$ cat src/sv/vlpp_pkg.sv
// Package for the velocity-limited position planner.
// Shared types, command codes and constants; no dependencies.
package vlpp_pkg;

	localparam int unsigned POS_FRAC_BITS_DEF = 8;
	localparam int unsigned VEL_FRAC_BITS_DEF = 8;

	// Command codes carried by the command field.
	localparam logic [2:0] CMD_TICK   = 3'd0;
	localparam logic [2:0] CMD_MOVE   = 3'd1;
	localparam logic [2:0] CMD_STOP   = 3'd2;
	localparam logic [2:0] CMD_PERIM  = 3'd3;
	localparam logic [2:0] CMD_RESET  = 3'd4;

	// Configuration register indexes.
	localparam logic [1:0] REG_PERIOD  = 2'd0;
	localparam logic [1:0] REG_WINDOW  = 2'd1;
	localparam logic [1:0] REG_CPC     = 2'd2;
	localparam logic [1:0] REG_OVERRUN = 2'd3;

	// Register reset values.
	localparam logic [9:0]  PERIOD_RST  = 10'd100;
	localparam logic [11:0] WINDOW_RST  = 12'd128;
	localparam logic [19:0] CPC_RST     = 20'd5000;
	localparam logic [15:0] OVERRUN_RST = 16'd2560;
	localparam logic [6:0]  ACCEL_RST   = 7'd70;

	localparam logic [6:0] ACC_FAST  = 7'd30;
	localparam logic [6:0] ACC_SLOW  = 7'd60;
	localparam logic [6:0] ACC_STOP  = 7'd80;
	localparam logic [6:0] ACC_PFAST = 7'd90;

	// Commands from the controller to the datapath.
	typedef struct packed {
		logic load;    // latch the beat and start the multiplier
		logic mul2;    // second step: dv product and position
		logic err;     // compute the error and reset the square-root unit
		logic sqrt;    // one square-root step: operand load or iteration
		logic finish;  // update state with the root result
	} vlpp_cmd_t;

	typedef struct packed {
		logic sqrt_done;
	} vlpp_sts_t;

endpackage

$ cat src/sv/vlpp_ctrl.sv
// Controller state machine of the planner.
// Depends on vlpp_pkg for command and status structs.
module vlpp_ctrl (
	input  logic                clk,
	input  logic                arst_n,
	input  logic                in_valid,
	output logic                in_ready,
	output logic                out_valid,
	input  logic                out_ready,
	output vlpp_pkg::vlpp_cmd_t cmd,
	input  vlpp_pkg::vlpp_sts_t sts
);
	typedef enum logic [5:0] {
		ST_IDLE = 6'b000001,
		ST_MUL  = 6'b000010,
		ST_ERR  = 6'b000100,
		ST_SQRT = 6'b001000,
		ST_FIN  = 6'b010000,
		ST_OUT  = 6'b100000
	} state_t;

	state_t state_q, state_d;

	always_comb begin
		state_d = state_q;
		cmd = '0;
		in_ready = 1'b0;
		out_valid = 1'b0;
		unique case (state_q)
			ST_IDLE: begin
				in_ready = 1'b1;
				if (in_valid) begin
					cmd.load = 1'b1;
					state_d = ST_MUL;
				end
			end
			ST_MUL: begin
				cmd.mul2 = 1'b1;
				state_d = ST_ERR;
			end
			ST_ERR: begin
				cmd.err = 1'b1;
				state_d = ST_SQRT;
			end
			ST_SQRT: begin
				cmd.sqrt = 1'b1;
				if (sts.sqrt_done) state_d = ST_FIN;
			end
			ST_FIN: begin
				cmd.finish = 1'b1;
				state_d = ST_OUT;
			end
			ST_OUT: begin
				out_valid = 1'b1;
				in_ready = out_ready;
				if (out_ready) begin
					if (in_valid) begin
						cmd.load = 1'b1;
						state_d = ST_MUL;
					end else begin
						state_d = ST_IDLE;
					end
				end
			end
			default: state_d = ST_IDLE;
		endcase
	end

	always_ff @(posedge clk or negedge arst_n) begin
		if (!arst_n) state_q <= ST_IDLE;
		else state_q <= state_d;
	end
endmodule

$ cat config.mk
export PLATFORM = sky130hd
export DESIGN_NAME = vlpp_ctrl
export DESIGN_NICKNAME = d
export VERILOG_FILES = /design/src/sv/vlpp_pkg.sv /design/src/sv/vlpp_ctrl.sv
export SDC_FILE = /design/constraint.sdc
export NUM_CORES = 1
export LEC_CHECK = 0
export ABC_AREA = 0
export CAP_MARGIN = 0
export CELL_PAD_IN_SITES_DETAIL_PLACEMENT = 1
export CELL_PAD_IN_SITES_GLOBAL_PLACEMENT = 1
export CORE_AREA = 2 2 39 41
export DETAILED_ROUTE_END_ITERATION = 8
export DIE_AREA = 0 0 41 43
export DONT_BUFFER_PORTS = 1
export PLACE_DENSITY_LB_ADDON = 0.1
export SLEW_MARGIN = 20
export SYNTH_ARGS = -nofsm -noshare
export SYNTH_HDL_FRONTEND = slang
export SYNTH_SLANG_ARGS = --single-unit
$ cat constraint.sdc
create_clock -name clk -period 2.6 [get_ports clk]
set_input_delay 0.78 -clock clk [delete_from_list [all_inputs] [get_ports clk]]
set_output_delay 0.78 -clock clk [all_outputs]
set_load 0.01 [all_outputs]
==> impl_metrics.toml, run 1 <==
[route]
routed_wl_um = 944
drt_iter0_markers = 1
viasPerCell = 5.20
antenna_left = 0
wl_per_cell_um = 15.5
drc = 0
drt_pass1_iterations = 2
via_count = 317

[finish]
regMostFlops = "state_q"
syn2layout_area_growth_pct = 8.70
fin_cells = 61
reg_top3 = "state_q: 6 flops"
largest_reg_flops = 6
design_area_um2 = 438
nets = 51
antenna_cells = 0
drive_above_1_share_pct = 26.7

[logic_synthesis]
synth_top_area_cell = "dfrtp_1"
postSynthCellCount = 42
synth-xor-area-share_pct = 2.17
synthFlopType = "dfrtp_1"
synth_compound_area_share_pct = 13.7
ys_types = 24
syn_avg_cell_area_um2 = 9.59
synth_seq_cells = 6
seq_area_frac_synth_pct = 37.6
syn-num-nets = 47
yosys.area_share.simple_pct = 39.4
synth.area.top_cells = "dfrtp_1 (31%), and2_1 (7.8%), o221ai_2 (7.5%)"
synth_edf_count = 0
synth_common_cells = "and2_1 (5), dfrtp_1 (5), nor2_1 (4)"
yosysWarnings = 0
synth_top_family_by_area = "simple AND/OR/NAND/NOR gates"
synth-adder-area-share_pct = 0
ys_async_sr_fraction_pct = 100
syn_area_um2 = 403
synth_mux_area_share_pct = 2.48
synth_top_area_share_pct = 31.1

[die]
core_um2 = 1380
start_util_pct = 29.1
num_rows = 14
die_area_um2 = 1760
die_x_um = 41
pin_count = 12
die_h_um = 43

[timing]
clock_skew_ns = 0.000546
worst_slew_pin_slew_ns = 0.330
rsz0062_at_grt = "no"
setup_viol = 0
hold_viol = 0
hold-worst-slack_ns = 0.214
tns_ns = 0
period_share_pct = 87.9
final-max-slew-violation-count = 0
fmax_mhz = 438
slew_headroom_pct = 77.8
finalCriticalPeriod_ns = 2.28

[power_and_ir_drop]
peakVddDrop_mv = 0.389
power_leakage_nw = 0.188
powerDensity_nw_per_um2 = 1080

[clocking]
ctsResizeCount = 0
path_clk_slew_ns = 0.05
cts_tree = "done"
cts.path.max_buffers = 2
cts_root_buf = "clkbuf_4"
ctsHoldBuffers = 0
cts_made_buffers = 3
htreeDepth = 1
clkSinkCount = 6
worst_skew_pair.late_latency_ns = 0.26
cts_setup_buffers = 0

[critical_path]
cp_max_fo = 7
crit_path_end_kind = "primary output"
start_kind = "flop"
required_ns = 1.82
critPathArrivalTime_ns = 1.50
path_class = "reg -> out"

[place]
dp_hpwl_um = 691
placed_cells = 57
place_area_um2 = 412
port_buffers = 0
routabilityCongestion = 0.733

[grt]
grt_first_pass_wirelength_mm = 1.53
grt_pass1_vias = 339
grt_start_max_net_pins = 9
gr-total-overflow = 0
antenna_found_initial = 0
grt_usage_pct = 14.0

[run_status]
status = "finished clean"

[run]
drv_cap = 0

[hold_path]
hp-class = "in -> async"
critical path: stages (launching register included):
cell and delay [ns]:
dfrtp_1 0.47, nor2_2 0.22, inv_2 0.07, nor4_2 0.24, and2_1 0.24
routing by layer:
metal  routed length [um]  vias up  GRT usage, %
li1                     -      152             -
met1                  430      147          17.3
met2                  387       13          17.2
met3                  100        5          9.95
met4                   26        0          8.00
met5                    0        -             0
power by group:
group	total, mW	switching (mW)	internal [mW]
Sequential	0.172	0.0473	0.125
Combinational	0.200	0.112	0.0875
Clock	0.101	0.0424	0.0587
per-stage QoR:
stage	setup WS, ns	power (mW)	util [%]
2_1_floorplan	0.492	0.335	-
3_3_place_gp	0.447	0.366	29.7
3_5_place_dp	0.437	0.375	29.7
4_1_cts	0.295	0.482	31.6
5_1_grt	0.212	0.510	31.6
6_report	0.316	0.473	31.6
layout make-up:
class	count	area, um^2
clock buffer	4	26.3
fill	163	946
inverter	2	7.51
multi-input combinational	33	233
sequential	6	151
tap	16	20.0
cell usage in the layout, fill, tap and decap left out, types with 2 or more instances in the layout:
cell / Yosys / routed
nand2b_1: 3 / 3
a21oi_1: 3 / 3
dfrtp_1: 5 / 5
nand2_1: 2 / 2
or3b_1: 2 / 2
nor2_1: 4 / 4
clkbuf_4: 0 / 3
and2_1: 5 / 5
o221ai_2: 2 / 2
worst paths after layout:
path | to | depth (start not counted) | from | slack, ns
worst max-delay path | cmd[3] | 4 | state_q[4]$_DFFE_PN0P_ | 0.32
worst min-delay path | state_q[3]$_DFFE_PN0P_ | 0 | arst_n | 0.21
worst max register to register | state_q[4]$_DFFE_PN0P_ | 4 | state_q[4]$_DFFE_PN0P_ | 1.26
worst min register to register | state_q[2]$_DFFE_PN0P_ | 1 | state_q[1]$_DFFE_PN0P_ | 0.63
max in group asynchronous | state_q[0]$_DFFE_PN1P_ | 0 | arst_n | 2.22
min in group clk | state_q[2]$_DFFE_PN0P_ | 1 | state_q[1]$_DFFE_PN0P_ | 0.63
kinds of logic (layout without fill, tap and decap cells):
logic type | after synthesis | in the layout
and+or+nand+nor | 24 | 24
AOI/OAI and AO/OA | 7 | 7
DFF | 6 | 6
buffers and inverters | 3 | 6
xor gates and xnor gates | 1 | 1
muxes | 1 | 1
Note: power is estimated with default switching activity, not from simulation.
==> run 2: changes to the inputs <==
--- a/config.mk
+++ b/config.mk
@@ -7,7 +7,7 @@
 export LEC_CHECK = 0
 export ABC_AREA = 0
 export CAP_MARGIN = 0
-export CELL_PAD_IN_SITES_DETAIL_PLACEMENT = 1
+export CELL_PAD_IN_SITES_DETAIL_PLACEMENT = 0
 export CELL_PAD_IN_SITES_GLOBAL_PLACEMENT = 1
 export CORE_AREA = 2 2 39 41
 export DETAILED_ROUTE_END_ITERATION = 8
==> impl_metrics.toml, run 2 (synthesized netlist as in run 1, its figures left out) <==
[timing]
fmax_mhz = 442
final-max-slew-violation-count = 0
rsz0062_at_grt = "no"
hold_viol = 0
hold-worst-slack_ns = 0.218
finalCriticalPeriod_ns = 2.26
tns_ns = 0
slew_headroom_pct = 77.8
period_share_pct = 87.0
worst_slew_pin_slew_ns = 0.330
setup_viol = 0
clock_skew_ns = 0.00707

[finish]
design_area_um2 = 438
drive_above_1_share_pct = 26.7
largest_reg_flops = 6
antenna_cells = 0
syn2layout_area_growth_pct = 8.70
post-route-util_pct = 31.6
layout.cells.most_common_list = "and2_1 (5), dfrtp_1 (5), nor2_1 (4)"
regMostFlops = "state_q"
nets = 51
reg_top3 = "state_q: 6 flops"

[power_and_ir_drop]
powerDensity_nw_per_um2 = 1050
peakVddDrop_mv = 0.385
power_leakage_nw = 0.188

[route]
routed_wl_um = 783
wl_per_cell_um = 12.8
via_count = 300
drt_iter0_markers = 6
antenna_left = 0
drc = 0
drt_pass1_iterations = 4
viasPerCell = 4.92

[grt]
grt_start_max_net_pins = 9
grt_first_pass_wirelength_mm = 1.17
antenna_found_initial = 0
grt_usage_pct = 10.4
gr-total-overflow = 0
grt_pass1_vias = 257

[clocking]
cts_tree = "done"
cts_setup_buffers = 0
cts_root_buf = "clkbuf_4"
clkSinkCount = 6
ctsResizeCount = 0
cts_made_buffers = 3
cts.path.max_buffers = 2
ctsHoldBuffers = 0
path_clk_slew_ns = 0.05
worst_skew_pair.late_latency_ns = 0.25
htreeDepth = 1

[critical_path]
crit_family = "flip-flops"
crit_path_end_kind = "primary output"
critical_path_buf_inv_count = 0
cpPeakStageDelay_ns = 0.59
cp_max_fo = 4
cp_cell_sequence = "mux2i_1, and3_1, and2_1"
critPathArrivalTime_ns = 1.48
path_class = "reg -> out"
start_kind = "flop"
required_ns = 1.82
slowest_stage = "dfstp_2"

[die]
pin_count = 12
start_util_pct = 29.1
num_rows = 14
die_area_um2 = 1760
core_um2 = 1380
die_x_um = 41
die_h_um = 43

[run]
drv_cap = 0

[run_status]
status = "finished clean"

[place]
place_area_um2 = 412
routabilityCongestion = 0.733
port_buffers = 0
dp_hpwl_um = 598

[hold_path]
hp-class = "in -> async"
## run 2: cell counts in the layout (fill, tap and decap cells not counted)
No cell type changed its count.
## run 2: path summary, 6_finish.rpt
path                       cells after the start                    from  slack, ns                endpoint
setup reg to reg                               4  state_q[4]$_DFFE_PN0P_       1.30  state_q[4]$_DFFE_PN0P_
setup / recovery                               3  state_q[0]$_DFFE_PN1P_       0.34                  cmd[4]
max in group asynchronous                      0                  arst_n       2.21  state_q[0]$_DFFE_PN1P_
hold / removal                                 0                  arst_n       0.22  state_q[3]$_DFFE_PN0P_
hold reg to reg                                1  state_q[1]$_DFFE_PN0P_       0.62  state_q[2]$_DFFE_PN0P_
min in group clk                               1  state_q[1]$_DFFE_PN0P_       0.62  state_q[2]$_DFFE_PN0P_
## run 2: metal layers
layer	track usage [%]	share of wire, %	up-vias
li1	-	-	152
met1	13.6	47	135
met2	12.5	40	13
met3	9.42	13	0
met4	2.00	0	0
met5	0	0	-
## run 2: final cells by class
class | instances | area [um^2]
Clock buffer | 4 | 26.3
Inverter | 2 | 7.51
Multi-Input combinational cell | 33 | 233
Tap cell | 16 | 20.0
Sequential cell | 6 | 151
Fill cell | 142 | 946
## run 2: stage by stage
step | power, mW | cells | worst slack, ns
final | 0.459 | 61 | 0.337
after global routing | 0.500 | 61 | 0.256
after CTS | 0.470 | 61 | 0.319
after detailed placement | 0.366 | 57 | 0.428
after global placement | 0.366 | 57 | 0.447
after floorplan | 0.335 | 42 | 0.492
## run 2: worst reg2reg max path, delay by kind of cell, from the launching register on
kind | cells | cell delay (ns)
simple gates | 4 | 0.78
flops | 1 | 0.46
## run 2: report_power, final
part / switching (mW) / total [mW] / internal (mW)
sequential: 0.0447 / 0.170 / 0.125
combinational: 0.105 / 0.192 / 0.0874
clock: 0.0389 / 0.0974 / 0.0585
==> run 3: changes to the inputs <==
--- a/config.mk
+++ b/config.mk
@@ -10,10 +10,12 @@
 export CELL_PAD_IN_SITES_DETAIL_PLACEMENT = 0
 export CELL_PAD_IN_SITES_GLOBAL_PLACEMENT = 1
 export CORE_AREA = 2 2 39 41
+export CTS_CLUSTER_DIAMETER = 40
 export DETAILED_ROUTE_END_ITERATION = 8
 export DIE_AREA = 0 0 41 43
 export DONT_BUFFER_PORTS = 1
 export PLACE_DENSITY_LB_ADDON = 0.1
+export REMOVE_ABC_BUFFERS = 1
 export SLEW_MARGIN = 20
 export SYNTH_ARGS = -nofsm -noshare
 export SYNTH_HDL_FRONTEND = slang
==> impl_metrics.toml, run 3 (synthesized netlist as in run 1, its figures left out) <==
[critical_path]
path_class = "reg -> out"
crit_start = "state_q[2]$_DFFE_PN0P_"
r2r-start = "state_q[4]$_DFFE_PN0P_"
required_ns = 1.82
start_kind = "flop"
cp_max_fo = 6
critPathArrivalTime_ns = 1.47
crit_path_end_kind = "primary output"

[clocking]
ctsHoldBuffers = 0
cts_tree = "done"
cts_made_buffers = 3
path_clk_slew_ns = 0.06
htreeDepth = 1
cts_root_buf = "clkbuf_4"
cts_setup_buffers = 0
cts.path.max_buffers = 2
worst_skew_pair.late_latency_ns = 0.26
clkSinkCount = 6
ctsResizeCount = 0

[timing]
rsz0062_at_grt = "no"
fmax_mhz = 444
setup_viol = 0
finalCriticalPeriod_ns = 2.25
hold_viol = 0
worst_slew_pin_slew_ns = 0.331
tns_ns = 0
slew_headroom_pct = 77.7
clock_skew_ns = 0.0115
final-max-slew-violation-count = 0
period_share_pct = 86.7

[place]
port_buffers = 0
dp_hpwl_um = 595
routabilityCongestion = 0.731
place_area_um2 = 412

[finish]
fill_cells = 157
nets = 51
layout.cells.most_common_list = "and2_1 (5), dfrtp_1 (5), nor2_1 (4)"
design_area_um2 = 438
seq_area_um2 = 151
post-route-util_pct = 31.6
reg_top3 = "state_q: 6 flops"
multi_input_area_um2 = 233
largest_reg_flops = 6
antenna_cells = 0
regMostFlops = "state_q"
drive_above_1_share_pct = 26.7
syn2layout_area_growth_pct = 8.70

[die]
pin_count = 12
core_um2 = 1380
die_x_um = 41
num_rows = 14
die_h_um = 43
die_area_um2 = 1760
start_util_pct = 29.1

[run]
drv_cap = 0

[route]
drc = 0
antenna_left = 0
via_count = 303
viasPerCell = 4.97
drt_pass1_iterations = 4
drt_iter0_markers = 9
wl_per_cell_um = 13.3
routed_wl_um = 810

[grt]
grt_pass1_vias = 292
grt_first_pass_wirelength_mm = 1.32
grt_usage_pct = 12.0
gr-total-overflow = 0
grt_start_max_net_pins = 9
antenna_found_initial = 0

[run_status]
status = "finished clean"

[power_and_ir_drop]
total_power_mw = 0.462
powerDensity_nw_per_um2 = 1060
power_leakage_nw = 0.188
peakVddDrop_mv = 0.356

[hold_path]
hp-class = "in -> async"
-- run 3: routing by layer --
layer | GRT usage, % | up-vias | share of wire (%)
li1 | - | 151 | -
met1 | 14.9 | 135 | 42
met2 | 15.3 | 15 | 43
met3 | 9.42 | 2 | 13
met4 | 4.00 | 0 | 1.1
met5 | 0 | - | 0
-- run 3: power breakdown --
part | leakage (nW) | switching (mW) | total, mW | internal (mW)
Clock | 0.0150 | 0.0407 | 0.0993 | 0.0586
Sequential | 0.0791 | 0.0432 | 0.168 | 0.125
Combinational | 0.0943 | 0.108 | 0.195 | 0.0874
-- run 3: per-stage QoR --
step	setup WS, ns	hold WS [ns]	instances
2_1_floorplan	0.484	0.484	41
3_5_place_dp	0.435	0.485	57
5_1_grt	0.217	0.195	61
4_1_cts	0.328	0.207	61
6_report	0.345	0.213	61
3_3_place_gp	0.436	0.485	57
-- run 3: path summary, 6_finish.rpt --
kind | to | cells after the start | slack [ns]
worst max-delay path | cmd[4] | 3 | 0.35
worst min-delay path | state_q[4]$_DFFE_PN0P_ | 0 | 0.21
worst max register to register | state_q[4]$_DFFE_PN0P_ | 4 | 1.30
worst min register to register | state_q[2]$_DFFE_PN0P_ | 1 | 0.59
max in group asynchronous | state_q[0]$_DFFE_PN1P_ | 0 | 2.20
min in group clk | state_q[2]$_DFFE_PN0P_ | 1 | 0.59
-- run 3: cell type report --
class / count / area share [%]
clock buffer: 4 / 6.00
inverter: 2 / 1.71
tap: 16 / 4.57
multi-input combinational: 33 / 53.1
sequential: 6 / 34.6
-- run 3: critical path, cell delays in order (launching register included) --
cell,delay [ns]
dfrtp_1,0.45
nor2_1,0.27
and3_1,0.29
and2_1,0.20
